**src/hdl/slu4_pkg.sv**
```systemverilog
// ----------------------------------------------------------------------------
// slu4_pkg
// Shared types, codes and reset values for the four-channel serial line unit.
// ----------------------------------------------------------------------------
package slu4_pkg;

    localparam int SLU_CHANNELS = 4;
    localparam int CH_EXT_W     = 5;

    typedef enum logic [1:0] {
        OP_READ  = 2'd0,
        OP_WRITE = 2'd1,
        OP_POLL  = 2'd2,
        OP_CLEAR = 2'd3
    } op_t;

    typedef enum logic [1:0] {
        SEL_RX_CSR = 2'd0,
        SEL_RX_BUF = 2'd1,
        SEL_TX_CSR = 2'd2,
        SEL_TX_BUF = 2'd3
    } sel_t;

    localparam logic [1:0] CFG_LF_BREAK    = 2'd0;
    localparam logic [1:0] CFG_VECTOR_BASE = 2'd1;
    localparam logic [1:0] CFG_TX_DELAY    = 2'd2;

    localparam logic [8:0] VECTOR_BASE_RST = 9'd48;
    localparam logic [7:0] TX_DELAY_RST    = 8'd32;

    localparam logic [7:0] CHAR_LF = 8'h0A;
    localparam logic [7:0] CHAR_CR = 8'h0D;

    localparam int CSR_DONE_BIT = 7;
    localparam int CSR_IE_BIT   = 6;

endpackage

```
**src/hdl/slu4_if.sv**
```systemverilog
// ----------------------------------------------------------------------------
// slu4 channel interfaces
// Command and response channels, valid/ready with payload.
// ----------------------------------------------------------------------------
interface slu4_cmd_if;
    import slu4_pkg::*;

    logic       valid;
    logic       ready;
    op_t        op;
    logic [1:0] channel;
    sel_t       reg_select;
    logic [15:0] write_data;
    logic       rx_present;
    logic [7:0] rx_char;

    modport source (output valid, op, channel, reg_select, write_data, rx_present, rx_char,
                    input ready);
    modport sink   (input valid, op, channel, reg_select, write_data, rx_present, rx_char,
                    output ready);
endinterface

interface slu4_res_if;
    logic       valid;
    logic       ready;
    logic [7:0] read_data;
    logic       rx_irq;
    logic [9:0] rx_vector;
    logic       tx_irq;
    logic [9:0] tx_vector;
    logic       tx_valid;
    logic [6:0] tx_char;
    logic       break_request;

    modport source (output valid, read_data, rx_irq, rx_vector, tx_irq, tx_vector,
                    tx_valid, tx_char, break_request,
                    input ready);
    modport sink   (input valid, read_data, rx_irq, rx_vector, tx_irq, tx_vector,
                    tx_valid, tx_char, break_request,
                    output ready);
endinterface

```
**src/hdl/serial_line_unit_4ch_core.sv**
```systemverilog
// ----------------------------------------------------------------------------
// serial_line_unit_4ch_core
// Multi-channel serial line unit: register access, poll ticks, channel clear.
//
// Each command beat is registered, processed against the addressed channel's
// state, and its single response beat is registered on the way out. One beat
// per cycle is sustained while the response side is ready. A command beat
// passes the command stage register and then the response stage register, and
// a response that is not taken holds the command stage. While a response waits,
// the command side takes one more beat into the empty middle stage and then
// stalls until the response is taken. Configuration (lf_break_enable,
// vector_base, tx_delay) is written over the APB port at byte addresses 0, 4 and
// 8 while the unit is idle; the user must keep to this, the block does not enforce it.
// ----------------------------------------------------------------------------
module serial_line_unit_4ch_core #(
    parameter int CHANNELS = slu4_pkg::SLU_CHANNELS
) (
    input  logic        clk,
    input  logic        rst_n,
    slu4_cmd_if.sink    cmd,
    slu4_res_if.source  res,
    input  logic        psel,
    input  logic        penable,
    input  logic        pwrite,
    input  logic [3:0]  paddr,
    input  logic [31:0] pwdata,
    output logic [31:0] prdata,
    output logic        pready
);
    import slu4_pkg::*;

    localparam int IDX_W = (CHANNELS > 1) ? $clog2(CHANNELS) : 1;
    localparam logic [CH_EXT_W-1:0] CH_LIMIT = CH_EXT_W'(CHANNELS);

    // configuration
    logic       lf_break_reg;
    logic [8:0] vector_base_reg;
    logic [7:0] tx_delay_reg;
    logic       cfg_wr;

    // per-channel state
    logic       rx_done_reg  [CHANNELS];
    logic       rx_ie_reg    [CHANNELS];
    logic [6:0] rx_buf_reg   [CHANNELS];
    logic       tx_ready_reg [CHANNELS];
    logic       tx_ie_reg    [CHANNELS];
    logic [7:0] tx_buf_reg   [CHANNELS];
    logic [7:0] tx_wait_reg  [CHANNELS];

    // command stage
    logic        s1_valid_reg;
    op_t         s1_op_reg;
    logic [1:0]  s1_ch_reg;
    sel_t        s1_sel_reg;
    logic [15:0] s1_wd_reg;
    logic        s1_present_reg;
    logic [7:0]  s1_char_reg;

    // response stage
    logic       res_valid_reg;
    logic       res_valid_next;
    logic [7:0] res_rd_reg,   res_rd_next;
    logic       res_rxi_reg,  res_rxi_next;
    logic [9:0] res_rxv_reg,  res_rxv_next;
    logic       res_txi_reg,  res_txi_next;
    logic [9:0] res_txv_reg,  res_txv_next;
    logic       res_txv_valid_reg, res_txv_valid_next;
    logic [6:0] res_txc_reg,  res_txc_next;
    logic       res_brk_reg,  res_brk_next;

    logic                advance;
    logic                in_range;
    logic [IDX_W-1:0]    idx;
    logic [CH_EXT_W-1:0] ch_ext;
    logic [9:0]          vec_rx;

    // selected channel, current and next
    logic       cur_rx_done, cur_rx_ie, cur_tx_ready, cur_tx_ie;
    logic [6:0] cur_rx_buf;
    logic [7:0] cur_tx_buf, cur_tx_wait;
    logic       rx_done_next, rx_ie_next, tx_ready_next, tx_ie_next;
    logic [6:0] rx_buf_next;
    logic [7:0] tx_buf_next, tx_wait_next;

    // ---------------- configuration port ----------------
    assign pready = 1'b1;
    assign cfg_wr = psel & penable & pwrite & pready;

    always_ff @(posedge clk or negedge rst_n)
    begin
        if (!rst_n)
        begin
            lf_break_reg    <= 1'b0;
            vector_base_reg <= VECTOR_BASE_RST;
            tx_delay_reg    <= TX_DELAY_RST;
        end
        else if (cfg_wr)
        begin
            unique case (paddr[3:2])
                CFG_LF_BREAK:    lf_break_reg    <= pwdata[0];
                CFG_VECTOR_BASE: vector_base_reg <= pwdata[8:0];
                CFG_TX_DELAY:    tx_delay_reg    <= pwdata[7:0];
                default:         ;
            endcase
        end
    end

    always_comb
    begin
        unique case (paddr[3:2])
            CFG_LF_BREAK:    prdata = {31'd0, lf_break_reg};
            CFG_VECTOR_BASE: prdata = {23'd0, vector_base_reg};
            CFG_TX_DELAY:    prdata = {24'd0, tx_delay_reg};
            default:         prdata = 32'd0;
        endcase
    end

    // ---------------- handshake ----------------
    assign advance   = s1_valid_reg & (~res_valid_reg | res.ready);
    assign cmd.ready = ~s1_valid_reg | advance;

    always_ff @(posedge clk or negedge rst_n)
    begin
        if (!rst_n)
            s1_valid_reg <= 1'b0;
        else if (cmd.ready)
            s1_valid_reg <= cmd.valid;
    end

    always_ff @(posedge clk)
    begin
        if (cmd.ready && cmd.valid)
        begin
            s1_op_reg      <= cmd.op;
            s1_ch_reg      <= cmd.channel;
            s1_sel_reg     <= cmd.reg_select;
            s1_wd_reg      <= cmd.write_data;
            s1_present_reg <= cmd.rx_present;
            s1_char_reg    <= cmd.rx_char;
        end
    end

    // ---------------- processing ----------------
    assign ch_ext   = {{(CH_EXT_W-2){1'b0}}, s1_ch_reg};
    assign in_range = ch_ext < CH_LIMIT;
    assign idx      = ch_ext[IDX_W-1:0];
    assign vec_rx   = {1'b0, vector_base_reg} + {5'd0, s1_ch_reg, 3'd0};

    assign cur_rx_done  = rx_done_reg[idx];
    assign cur_rx_ie    = rx_ie_reg[idx];
    assign cur_rx_buf   = rx_buf_reg[idx];
    assign cur_tx_ready = tx_ready_reg[idx];
    assign cur_tx_ie    = tx_ie_reg[idx];
    assign cur_tx_buf   = tx_buf_reg[idx];
    assign cur_tx_wait  = tx_wait_reg[idx];

    always_comb
    begin
        rx_done_next       = cur_rx_done;
        rx_ie_next         = cur_rx_ie;
        rx_buf_next        = cur_rx_buf;
        tx_ready_next      = cur_tx_ready;
        tx_ie_next         = cur_tx_ie;
        tx_buf_next        = cur_tx_buf;
        tx_wait_next       = cur_tx_wait;
        res_rd_next        = 8'd0;
        res_rxi_next       = 1'b0;
        res_rxv_next       = 10'd0;
        res_txi_next       = 1'b0;
        res_txv_next       = 10'd0;
        res_txv_valid_next = 1'b0;
        res_txc_next       = 7'd0;
        res_brk_next       = 1'b0;

        if (in_range)
        begin
            unique case (s1_op_reg)
                OP_READ:
                begin
                    unique case (s1_sel_reg)
                        SEL_RX_CSR: res_rd_next = {cur_rx_done, cur_rx_ie, 6'd0};
                        SEL_RX_BUF:
                        begin
                            if (cur_rx_done)
                            begin
                                res_rd_next  = {1'b0, cur_rx_buf};
                                rx_done_next = 1'b0;
                            end
                        end
                        SEL_TX_CSR: res_rd_next = {cur_tx_ready, cur_tx_ie, 6'd0};
                        default:    res_rd_next = 8'd0;
                    endcase
                end
                OP_WRITE:
                begin
                    unique case (s1_sel_reg)
                        SEL_RX_CSR: rx_ie_next = s1_wd_reg[CSR_IE_BIT];
                        SEL_TX_CSR: tx_ie_next = s1_wd_reg[CSR_IE_BIT];
                        SEL_TX_BUF:
                        begin
                            tx_buf_next   = s1_wd_reg[7:0];
                            tx_ready_next = 1'b0;
                            tx_wait_next  = 8'd0;
                        end
                        default: ;
                    endcase
                end
                OP_POLL:
                begin
                    if (s1_present_reg)
                    begin
                        res_brk_next = lf_break_reg &
                                       (s1_char_reg == CHAR_LF || s1_char_reg == CHAR_CR);
                        rx_buf_next  = s1_char_reg[6:0];
                        rx_done_next = 1'b1;
                        if (cur_rx_ie)
                        begin
                            res_rxi_next = 1'b1;
                            res_rxv_next = vec_rx;
                        end
                    end
                    if (!cur_tx_ready)
                    begin
                        if (cur_tx_wait >= tx_delay_reg)
                        begin
                            res_txv_valid_next = 1'b1;
                            res_txc_next       = cur_tx_buf[6:0];
                            tx_ready_next      = 1'b1;
                            if (cur_tx_ie)
                            begin
                                res_txi_next = 1'b1;
                                res_txv_next = vec_rx + 10'd4;
                            end
                        end
                        else
                            tx_wait_next = cur_tx_wait + 8'd1;
                    end
                end
                OP_CLEAR:
                begin
                    rx_done_next  = 1'b0;
                    rx_ie_next    = 1'b0;
                    rx_buf_next   = 7'd0;
                    tx_ready_next = 1'b1;
                    tx_ie_next    = 1'b0;
                    tx_buf_next   = 8'd0;
                    tx_wait_next  = 8'd0;
                end
                default: ;
            endcase
        end
    end

    always_ff @(posedge clk or negedge rst_n)
    begin
        if (!rst_n)
        begin
            for (int i = 0; i < CHANNELS; i++)
            begin
                rx_done_reg[i]  <= 1'b0;
                rx_ie_reg[i]    <= 1'b0;
                rx_buf_reg[i]   <= 7'd0;
                tx_ready_reg[i] <= 1'b1;
                tx_ie_reg[i]    <= 1'b0;
                tx_buf_reg[i]   <= 8'd0;
                tx_wait_reg[i]  <= 8'd0;
            end
        end
        else if (advance && in_range)
        begin
            rx_done_reg[idx]  <= rx_done_next;
            rx_ie_reg[idx]    <= rx_ie_next;
            rx_buf_reg[idx]   <= rx_buf_next;
            tx_ready_reg[idx] <= tx_ready_next;
            tx_ie_reg[idx]    <= tx_ie_next;
            tx_buf_reg[idx]   <= tx_buf_next;
            tx_wait_reg[idx]  <= tx_wait_next;
        end
    end

    // ---------------- response stage ----------------
    assign res_valid_next = advance | (res_valid_reg & ~res.ready);

    always_ff @(posedge clk or negedge rst_n)
    begin
        if (!rst_n)
            res_valid_reg <= 1'b0;
        else
            res_valid_reg <= res_valid_next;
    end

    always_ff @(posedge clk)
    begin
        if (advance)
        begin
            res_rd_reg        <= res_rd_next;
            res_rxi_reg       <= res_rxi_next;
            res_rxv_reg       <= res_rxv_next;
            res_txi_reg       <= res_txi_next;
            res_txv_reg       <= res_txv_next;
            res_txv_valid_reg <= res_txv_valid_next;
            res_txc_reg       <= res_txc_next;
            res_brk_reg       <= res_brk_next;
        end
    end

    assign res.valid         = res_valid_reg;
    assign res.read_data     = res_rd_reg;
    assign res.rx_irq        = res_rxi_reg;
    assign res.rx_vector     = res_rxv_reg;
    assign res.tx_irq        = res_txi_reg;
    assign res.tx_vector     = res_txv_reg;
    assign res.tx_valid      = res_txv_valid_reg;
    assign res.tx_char       = res_txc_reg;
    assign res.break_request = res_brk_reg;

`ifndef SYNTHESIS
    // a held command beat is not dropped while the response side stalls
    a_s1_hold: assert property (@(posedge clk) disable iff (!rst_n)
        s1_valid_reg && res_valid_reg && !res.ready |=> s1_valid_reg)
        else $error("command stage lost a beat under stall");

    // a transmit interrupt only accompanies a sent character
    a_txirq_char: assert property (@(posedge clk) disable iff (!rst_n)
        res_valid_reg && res_txi_reg |-> res_txv_valid_reg)
        else $error("tx interrupt without transmitted character");

    // a response beat always follows a processed command beat
    a_resp_follows: assert property (@(posedge clk) disable iff (!rst_n)
        advance |=> res_valid_reg)
        else $error("processed beat produced no response");
`endif

endmodule

```
**src/flat_wrapper.sv**
```systemverilog
// flat-port wrapper written by rule: the top's interface ports become plain ports
module serial_line_unit_4ch_core_flat import slu4_pkg::*;
#(
    parameter int CHANNELS = slu4_pkg::SLU_CHANNELS
)
  (clk, rst_n, psel, penable, pwrite, paddr, pwdata, prdata, pready, cmd_valid, cmd_op, cmd_channel, cmd_reg_select, cmd_write_data, cmd_rx_present, cmd_rx_char, cmd_ready, res_valid, res_read_data, res_rx_irq, res_rx_vector, res_tx_irq, res_tx_vector, res_tx_valid, res_tx_char, res_break_request, res_ready);
  slu4_cmd_if cmd_i ();
  slu4_res_if res_i ();
  input  logic clk;
  input  logic rst_n;
  input  logic psel;
  input  logic penable;
  input  logic pwrite;
  input  logic [3:0] paddr;
  input  logic [31:0] pwdata;
  output logic [31:0] prdata;
  output logic pready;
  input wire logic [$bits(cmd_i.valid)-1:0] cmd_valid;
  input wire logic [$bits(cmd_i.op)-1:0] cmd_op;
  input wire logic [$bits(cmd_i.channel)-1:0] cmd_channel;
  input wire logic [$bits(cmd_i.reg_select)-1:0] cmd_reg_select;
  input wire logic [$bits(cmd_i.write_data)-1:0] cmd_write_data;
  input wire logic [$bits(cmd_i.rx_present)-1:0] cmd_rx_present;
  input wire logic [$bits(cmd_i.rx_char)-1:0] cmd_rx_char;
  output wire logic [$bits(cmd_i.ready)-1:0] cmd_ready;
  output wire logic [$bits(res_i.valid)-1:0] res_valid;
  output wire logic [$bits(res_i.read_data)-1:0] res_read_data;
  output wire logic [$bits(res_i.rx_irq)-1:0] res_rx_irq;
  output wire logic [$bits(res_i.rx_vector)-1:0] res_rx_vector;
  output wire logic [$bits(res_i.tx_irq)-1:0] res_tx_irq;
  output wire logic [$bits(res_i.tx_vector)-1:0] res_tx_vector;
  output wire logic [$bits(res_i.tx_valid)-1:0] res_tx_valid;
  output wire logic [$bits(res_i.tx_char)-1:0] res_tx_char;
  output wire logic [$bits(res_i.break_request)-1:0] res_break_request;
  input wire logic [$bits(res_i.ready)-1:0] res_ready;
  assign cmd_i.valid = cmd_valid;
  assign cmd_i.op = cmd_op;
  assign cmd_i.channel = cmd_channel;
  assign cmd_i.reg_select = cmd_reg_select;
  assign cmd_i.write_data = cmd_write_data;
  assign cmd_i.rx_present = cmd_rx_present;
  assign cmd_i.rx_char = cmd_rx_char;
  assign cmd_ready = cmd_i.ready;
  assign res_valid = res_i.valid;
  assign res_read_data = res_i.read_data;
  assign res_rx_irq = res_i.rx_irq;
  assign res_rx_vector = res_i.rx_vector;
  assign res_tx_irq = res_i.tx_irq;
  assign res_tx_vector = res_i.tx_vector;
  assign res_tx_valid = res_i.tx_valid;
  assign res_tx_char = res_i.tx_char;
  assign res_break_request = res_i.break_request;
  assign res_i.ready = res_ready;
  serial_line_unit_4ch_core #(.CHANNELS(CHANNELS)) u_core (.clk(clk), .rst_n(rst_n), .cmd(cmd_i), .res(res_i), .psel(psel), .penable(penable), .pwrite(pwrite), .paddr(paddr), .pwdata(pwdata), .prdata(prdata), .pready(pready));
endmodule
```
**config.mk**
```make
export PLATFORM = sky130hd
export DESIGN_NAME = serial_line_unit_4ch_core_flat
export DESIGN_NICKNAME = d
export VERILOG_FILES = /design/src/hdl/slu4_pkg.sv /design/src/hdl/slu4_if.sv /design/src/hdl/serial_line_unit_4ch_core.sv /design/src/flat_wrapper.sv
export SDC_FILE = /design/constraint.sdc
export NUM_CORES = 1
export LEC_CHECK = 0
export ABC_AREA = 1
export BUFFER_PORTS_ARGS = -buffer_cell sky130_fd_sc_hd__buf_4
export CORE_MARGIN = 8
export CORE_UTILIZATION = 55
export CTS_CLUSTER_SIZE = 24
export DETAILED_ROUTE_END_ITERATION = 12
export GPL_ROUTABILITY_DRIVEN = 0
export PLACE_DENSITY = 0.8
export SLEW_MARGIN = 20
export SYNTH_ARGS = -nofsm -noshare
export SYNTH_HDL_FRONTEND = slang
export SYNTH_SLANG_ARGS = --single-unit
```
**constraint.sdc**
```tcl
create_clock -name clk -period 4.61 [get_ports clk]
set_clock_uncertainty 0.15 [all_clocks]
set_input_delay 1.383 -clock clk [delete_from_list [all_inputs] [get_ports clk]]
set_output_delay 1.383 -clock clk [all_outputs]
set_load 0.03 [all_outputs]
```
== Word level (Yosys, flattened, before mapping) ==
Cells that the tools add are included.

* Input bits: 74
* Register bits: 190

* Add/subtract/negate cells: 3
* Order comparisons: 4
* Reductions and logical operators: 16
* Equal/unequal tests: 10
* Bitwise gates (word level): 16
* Muxes and demuxes: 65

{| class="wikitable"
|+ Operators with widths
! kind !! count
|-
| 8-bit two-way mux || 11
|-
| 32-bit bitwise mux || 2
|-
| 8-bit one-hot mux with 3 select lines || 2
|-
| 7-bit two-way mux || 6
|-
| 8-bit binary-select mux with 2-bit select || 2
|-
| 28-bit bitwise mux || 1
|-
| 9-bit one-hot mux with 3 select lines || 1
|-
| 1-bit two-way mux || 22
|-
| 4-bit bitwise mux || 4
|-
| 8-bit demux with 2-bit select || 1
|-
| 8-bit by 4-bit == test with 1-bit output (second input constant) || 2
|-
| 8-bit one-hot mux with 2 select lines || 1
|-
| 7-bit binary-select mux with 2-bit select || 1
|-
| 7-bit demux with 2-bit select || 1
|-
| 7-bit one-hot mux with 2 select lines || 1
|-
| 10-bit by 3-bit adder with 10-bit output (second input constant) || 1
|-
| 9-bit by 5-bit adder with 10-bit output || 1
|-
| 2-bit == test (second input constant) || 5
|-
| 8-bit by 1-bit adder with 8-bit output (second input constant) || 1
|-
| 1-bit binary-select mux with 2-bit select || 4
|-
| 8-bit >= comparator || 1
|-
| 2-bit AND reduction || 4
|-
| 1-bit NOT || 7
|-
| 2-bit by 1-bit == test with 1-bit output (second input constant) || 3
|-
| other kinds (17) || 29
|}

== Depth between registers and ports, before layout ==
Gate-level depths: netlist of run 1.

* Word-level depth: 10
* Gate-level depth with buffers: 22

== Worst setup path before layout of run 1 ==
OpenSTA, ideal clock, no wires.

* Kind: in2out
* Start point: in paddr[3]
* End point: out prdata[3]
* Cell stages on the path: 4
* Path buffers: 0
* Arrival: 2.369 ns
* Path slack: 0.708 ns
* Cells stage by stage: inv_1 nor2_1 inv_1 o21ai_0

* Longest elaborated chain between the ends: 2
* Elaborated cells on any way between the ends: 4

{| class="wikitable"
|+ RTL lines
! item !! RTL line !! RTL
|-
| from (decl) || flat_wrapper.sv:14 || <nowiki>input logic [3:0] paddr;</nowiki>
|-
| 2-bit == test (tied with other cells) || serial_line_unit_4ch_core.sv:110 || <nowiki>unique case (paddr[3:2])</nowiki>
|-
| 9-bit one-hot mux with 3 select lines * || serial_line_unit_4ch_core.sv:110 ||
|-
| to (decl) || flat_wrapper.sv:16 || <nowiki>output logic [31:0] prdata;</nowiki>
|}

Mark *: on every way between the ends. The rest lies on a longest branch, timed or not.

== Worst setup path after layout of run 1 ==
* Start point: in paddr[2]
* End point: out prdata[6]

Same word-level chain as after synthesis.

==> results.json, run 1 <==
{
  "netlist_area_mm2": 0.008891,
  "grt_first_pass_wirelength_um": 35110,
  "cts_sinks": 185,
  "crit_fanout": 6,
  "routedWlPerCell_um": 16.13,
  "io_buffers": 89,
  "grt_pass1_vias": 7032,
  "cts_buffer_depth": 2,
  "maxCapViolations": 0,
  "yosysWarnings": 0,
  "die-area_mm2": 0.02049,
  "syn_area_per_cell_um2": 8.557,
  "post_cts_buffers": 0,
  "synth_area_leaders": "dfrtp_1 33%, edfxtp_1 21%, nand2_1 17%, o21ai_0 3.6%, inv_1 3.5%",
  "coreArea_mm2": 0.01583,
  "power_frac_comb_pct": 20.7,
  "ctsResizeCount": 0,
  "hold_violations": 0,
  "crit_type": "in -> out",
  "diodes": 0,
  "rsz0062_at_grt": "false",
  "synth_seq_cells": 185,
  "fp-row-count": 46,
  "yosysTopAreaCell": "dfrtp_1",
  "cts_tree": "done",
  "vias": 7311,
  "hp-class": "reg -> reg",
  "wl_um": 21860,
  "p_switching_w": 0.001446,
  "fin_ws_ps": 633.7,
  "ir_worst_vdd_uv": 315.3,
  "pre_cts_slack_ps": 660.7,
  "yosysUniqueCellTypes": 43,
  "finalMaxSlewViolations": 0,
  "syn_to_final_growth_pct": 15.58,
  "start_util_pct": 56.17,
  "die_w_um": 143.1,
  "die_h_um": 143.1,
  "worst_pin_slew_ps": 977.8,
  "yosysTopAreaCellShare_pct": 32.93,
  "slowest_delay_ps": 260,
  "synth_edf_count": 61,
  "grt_max_degree": 70,
  "cts_root_buffer": "clkbuf_16",
  "dp_hpwl_um": 14600,
  "fin_nets": 1213,
  "antenna_left": 0,
  "synthTopCellsByCount": "408 x nand2_1, 117 x dfrtp_1, 84 x inv_1, 64 x o21ai_0, 61 x edfxtp_1",
  "end_kind": "output port",
  "max_freq_mhz": 251.5,
  "fin_setup_tns_ps": 0,
  "dp_cells": 1323,
  "synth-main-ff-cell": "dfrtp_1",
  "cts_buffers": 17,
  "htree_levels": 4,
  "p_int_w": 0.003167,
  "crit_path_cell_trace": "buf_4 -> inv_1 -> nor2_1 -> inv_1 -> o22ai_1 -> buf_4",
  "cts_hold_buffers": 0,
  "clk_pin_slew_ps": 70,
  "status": "completed",
  "antenna_found_initial": 0,
  "place_area_mm2": 0.009663,
  "switching_share_pct": 31.35,
  "required_ps": 3080,
  "clockPowerShare_pct": 32.9,
  "crit_path_start_kind": "input port",
  "drtIter0Drc": 697,
  "cp_slowest_cell": "nor2_1",
  "drc_errors": 0,
  "slew_headroom_pct": 34.41,
  "p_leak_nw": 5.115,
  "min_period_over_period_pct": 86.25,
  "async_reset_ff_share_pct": 67.03,
  "synth_cells": 1039,
  "largest_reg_flops": 32,
  "overflow": 0,
  "synth_most_common_cell": "nand2_1",
  "stdcell_count": 1355,
  "ios": 148,
  "drive_gt1_share_pct": 15.19,
  "yosysSeqAreaShare_pct": 55.60,
  "pwr_density_cell_mw_per_mm2": 448.9,
  "cp.arrival_ps": 2440,
  "final-setup-viol-count": 0,
  "share_seq_of_total_power_pct": 46.4,
  "grt_usage_pct": 21.93,
  "avgViaCountPerCell": 5.396,
  "firstDrtPassIters": 5,
  "min_period_ps": 3976,
  "clock_latency_ps": 440,
  "stdcell_area_mm2": 0.01028
}
-- metal layers --
layer,track usage [%],part of all wire (%)
met1,28.39,43
met3,3.873,7.7
met4,7.886,1.7
met2,36.21,48
met5,0,0
-- cell usage in the layout, fill, tap and decap left out, types with 4 or more instances in the layout --
cell	netlist	routed
a31oi_1	6	6
nand2_1	408	408
dfrtp_1	117	117
o21ai_0	64	64
dfstp_2	7	7
o221ai_1	6	6
o21ai_1	10	10
a21oi_2	4	4
a21oi_1	11	11
clkbuf_16	0	17
xor2_1	5	5
nor2_2	4	4
inv_2	8	8
o22ai_1	5	5
ha_1	12	12
inv_1	84	83
a22oi_1	10	10
inv_6	0	6
nand2_2	9	9
nor2_1	59	59
buf_4	30	103
edfxtp_1	61	61
a221oi_1	7	7
conb_1	2	24
nand3_1	57	57
-- final cells by class --
cell class	count	area, µm²
tap	216	270.3
multi-input combinational	726	3327
clock buffer	17	425.4
clock inverter	15	187.7
timing repair buffer	103	773.2
sequential	185	4943
inverter	93	349.1
fill	1273	5552
-- power groups by stage --
stage               Clock (W)  Sequential [W]  Combinational (W)
floorplan                   0         0.00219           0.000625
detailed placement          0         0.00216           0.000946
global route          0.00160         0.00217            0.00108
CTS                   0.00153         0.00214           0.000955
global placement            0         0.00216           0.000917
finish                0.00152         0.00214           0.000955
-- through the flow --
step,hold slack [ps],util [%],power [W]
5_1_grt,339.5,64.92,0.004844
6_report,320.5,64.92,0.004613
4_1_cts,322.8,64.92,0.004620
2_1_floorplan,297.4,-,0.002818
3_5_place_dp,310.5,61.05,0.003111
3_3_place_gp,306.2,61.05,0.003074
-- worst paths after layout --
kind	from	slack (ps)	depth (start not counted)	end
min in group asynchronous	rst_n	880	1	u_core.tx_wait_reg[3]
max reg2reg	u_core.idx[1]	1070	15	u_core.tx_wait_reg[29]
max	paddr[2]	630	6	prdata[6]
min reg2reg	u_core.tx_ready_reg[2]	320	2	u_core.tx_ready_reg[2]
max in group asynchronous	rst_n	2550	2	u_core.rx_buf_reg[18]
min	u_core.tx_ready_reg[2]	320	2	u_core.tx_ready_reg[2]
-- critical path: cells and delay by family --
family	cells	cell delay, ps
buf+inv	4	530
compound gates	1	260
simple gates	1	260
-- cells by family (layout without fill, tap and decap cells) --
group	after synthesis	in the layout	synth area share, %
AO/OA/AOI/OAI	129	129	8.584
XOR/XNOR	5	5	0.4925
adder cells (fa/ha/maj)	13	13	1.914
buffers and inverters	150	228	7.909
flip-flops	185	185	55.60
multiplexers	1	1	0.1126
other	2	24	0.08447
AND/OR/NAND/NOR	554	554	25.30
No activity file was read; power rests on OpenSTA's default activity.
==> run 2: changes to the inputs <==
- PLACE_DENSITY: 0.8 -> 0.78
==> run 2 against run 1 <==
  * Combinational power about the same
  * First-iteration DRC count up 8.3%
  * Clock power down 7%
  * Critical path type unchanged
  * Sequential power about the same
  * Clock-buffer cell count up 3
  * Critical path depth unchanged
  * Routed wire length up 0.32%
  * Via count about the same
  * Utilization down 0.32 points
  * Global-route usage up 0.25 points
  * Non-clock buffer count down 3
  * Design area down 0.49%
==> results.json, run 2 (synthesis results as in run 1) <==
{
  "status": "completed",
  "reg2reg_slack_ps": 1120,
  "crit_fanout": 6,
  "fp-row-count": 46,
  "grt_first_pass_wirelength_um": 35490,
  "finalPower_w": 0.004519,
  "cp.arrival_ps": 2410,
  "crit_type": "in -> out",
  "coreArea_mm2": 0.01583,
  "hp-class": "reg -> reg",
  "p_leak_nw": 5.096,
  "diodes": 0,
  "maxCapViolations": 0,
  "crit_path_start_kind": "input port",
  "clk_pin_slew_ps": 70,
  "cts_tree": "done",
  "pre_cts_slack_ps": 674.3,
  "cts_hold_buffers": 0,
  "crit_path_cell_trace": "buf_4 -> inv_1 -> nor2_1 -> inv_1 -> o22ai_1 -> buf_4",
  "fin_nets": 1210,
  "routedWlPerCell_um": 16.22,
  "ios": 148,
  "die_w_um": 143.1,
  "cts_root_buffer": "clkbuf_16",
  "slew_headroom_pct": 28.56,
  "fin_ws_ps": 670.1,
  "dp_hpwl_um": 14730,
  "final_cell_mix": "408 x nand2_1, 117 x dfrtp_1, 99 x buf_4",
  "drtIter0Drc": 755,
  "drive_gt1_share_pct": 14.79,
  "slowest_delay_ps": 250,
  "grt_pass1_vias": 7097,
  "layout_commonest_cell": "nand2_1",
  "required_ps": 3080,
  "largest_reg_flops": 32,
  "end_kind": "output port",
  "final-setup-viol-count": 0,
  "worst_pin_slew_ps": 1070,
  "cts_buffers": 17,
  "ctsResizeCount": 0,
  "cts_sinks": 185,
  "io_buffers": 89,
  "antenna_found_initial": 0,
  "avgViaCountPerCell": 5.408,
  "finalMaxSlewViolations": 0,
  "grt_usage_pct": 22.17,
  "max_freq_mhz": 253.8,
  "clock_latency_ps": 440,
  "cts_buffer_depth": 2,
  "start_util_pct": 56.17,
  "ir_worst_vdd_uv": 309.8,
  "fin_setup_tns_ps": 0,
  "cp_slowest_cell": "nor2_1",
  "pwr_density_cell_mw_per_mm2": 441.9,
  "fin_hold_ws_ps": 325.1,
  "hold_violations": 0,
  "post_cts_buffers": 0,
  "critical_path.top_delay_family": "buffers and inverters",
  "antenna_left": 0,
  "syn_to_final_growth_pct": 15.02,
  "rsz0062_at_grt": "false",
  "drc_errors": 0,
  "overflow": 0,
  "die_h_um": 143.1,
  "grt_max_degree": 53,
  "htree_levels": 4,
  "wl_um": 21930,
  "die-area_mm2": 0.02049,
  "min_period_ps": 3940,
  "vias": 7312,
  "min_period_over_period_pct": 85.46,
  "firstDrtPassIters": 5,
  "path_buf_inv": 4
}
run 2: worst paths after layout:
path                                                end                    from  depth (start not counted)
worst max-delay path                          prdata[6]                paddr[2]                          6
worst min-delay path             u_core.tx_ready_reg[1]  u_core.tx_ready_reg[1]                          2
worst max register to register  u_core.res.tx_vector[4]           u_core.idx[0]                         13
worst min register to register   u_core.tx_ready_reg[1]  u_core.tx_ready_reg[1]                          2
max in group asynchronous        u_core.tx_delay_reg[5]                   rst_n                          2
min in group asynchronous        u_core.tx_wait_reg[19]                   rst_n                          1
run 2: stage by stage:
step / instances / utilization, % / area (µm²)
after global placement: 1320 / 60.99 / 9653
final: 1352 / 64.61 / 10230
after detailed placement: 1320 / 60.99 / 9653
after CTS: 1352 / 64.61 / 10230
after global routing: 1352 / 64.61 / 10230
after floorplan: 1061 / - / 8974
run 2: worst min-delay path, stage by stage, from the launching register on:
cell,delay [ps]
dfstp_2,370
nand2_1,50
nand2_1,50
run 2: metal layers:
metal  track usage, %  vias up  wire length [µm]
met4            8.949        0               463
met3            4.207       35              1713
li1                 -     3467                 -
met1            29.19     3483              9501
met2            35.39      327             10250
met5                0        -                 0
run 2: report_power, final:
part / switching (W) / total [W] / internal (W)
Clock: 0.000638 / 0.00142 / 0.000781
Sequential: 0.000150 / 0.00214 / 0.00199
Combinational: 0.000650 / 0.000957 / 0.000307
run 2: area by class of cell:
| class | count | area (µm²) |
|---|---|---|
| flip-flops and latches | 185 | 4943 |
| well taps | 216 | 270.3 |
| multi-input cells | 726 | 3327 |
| fillers | 1277 | 5602 |
| clock buffers | 20 | 456.7 |
| repair buffers | 100 | 763.2 |
| inverters | 93 | 349.1 |
| clock inverters | 12 | 116.4 |
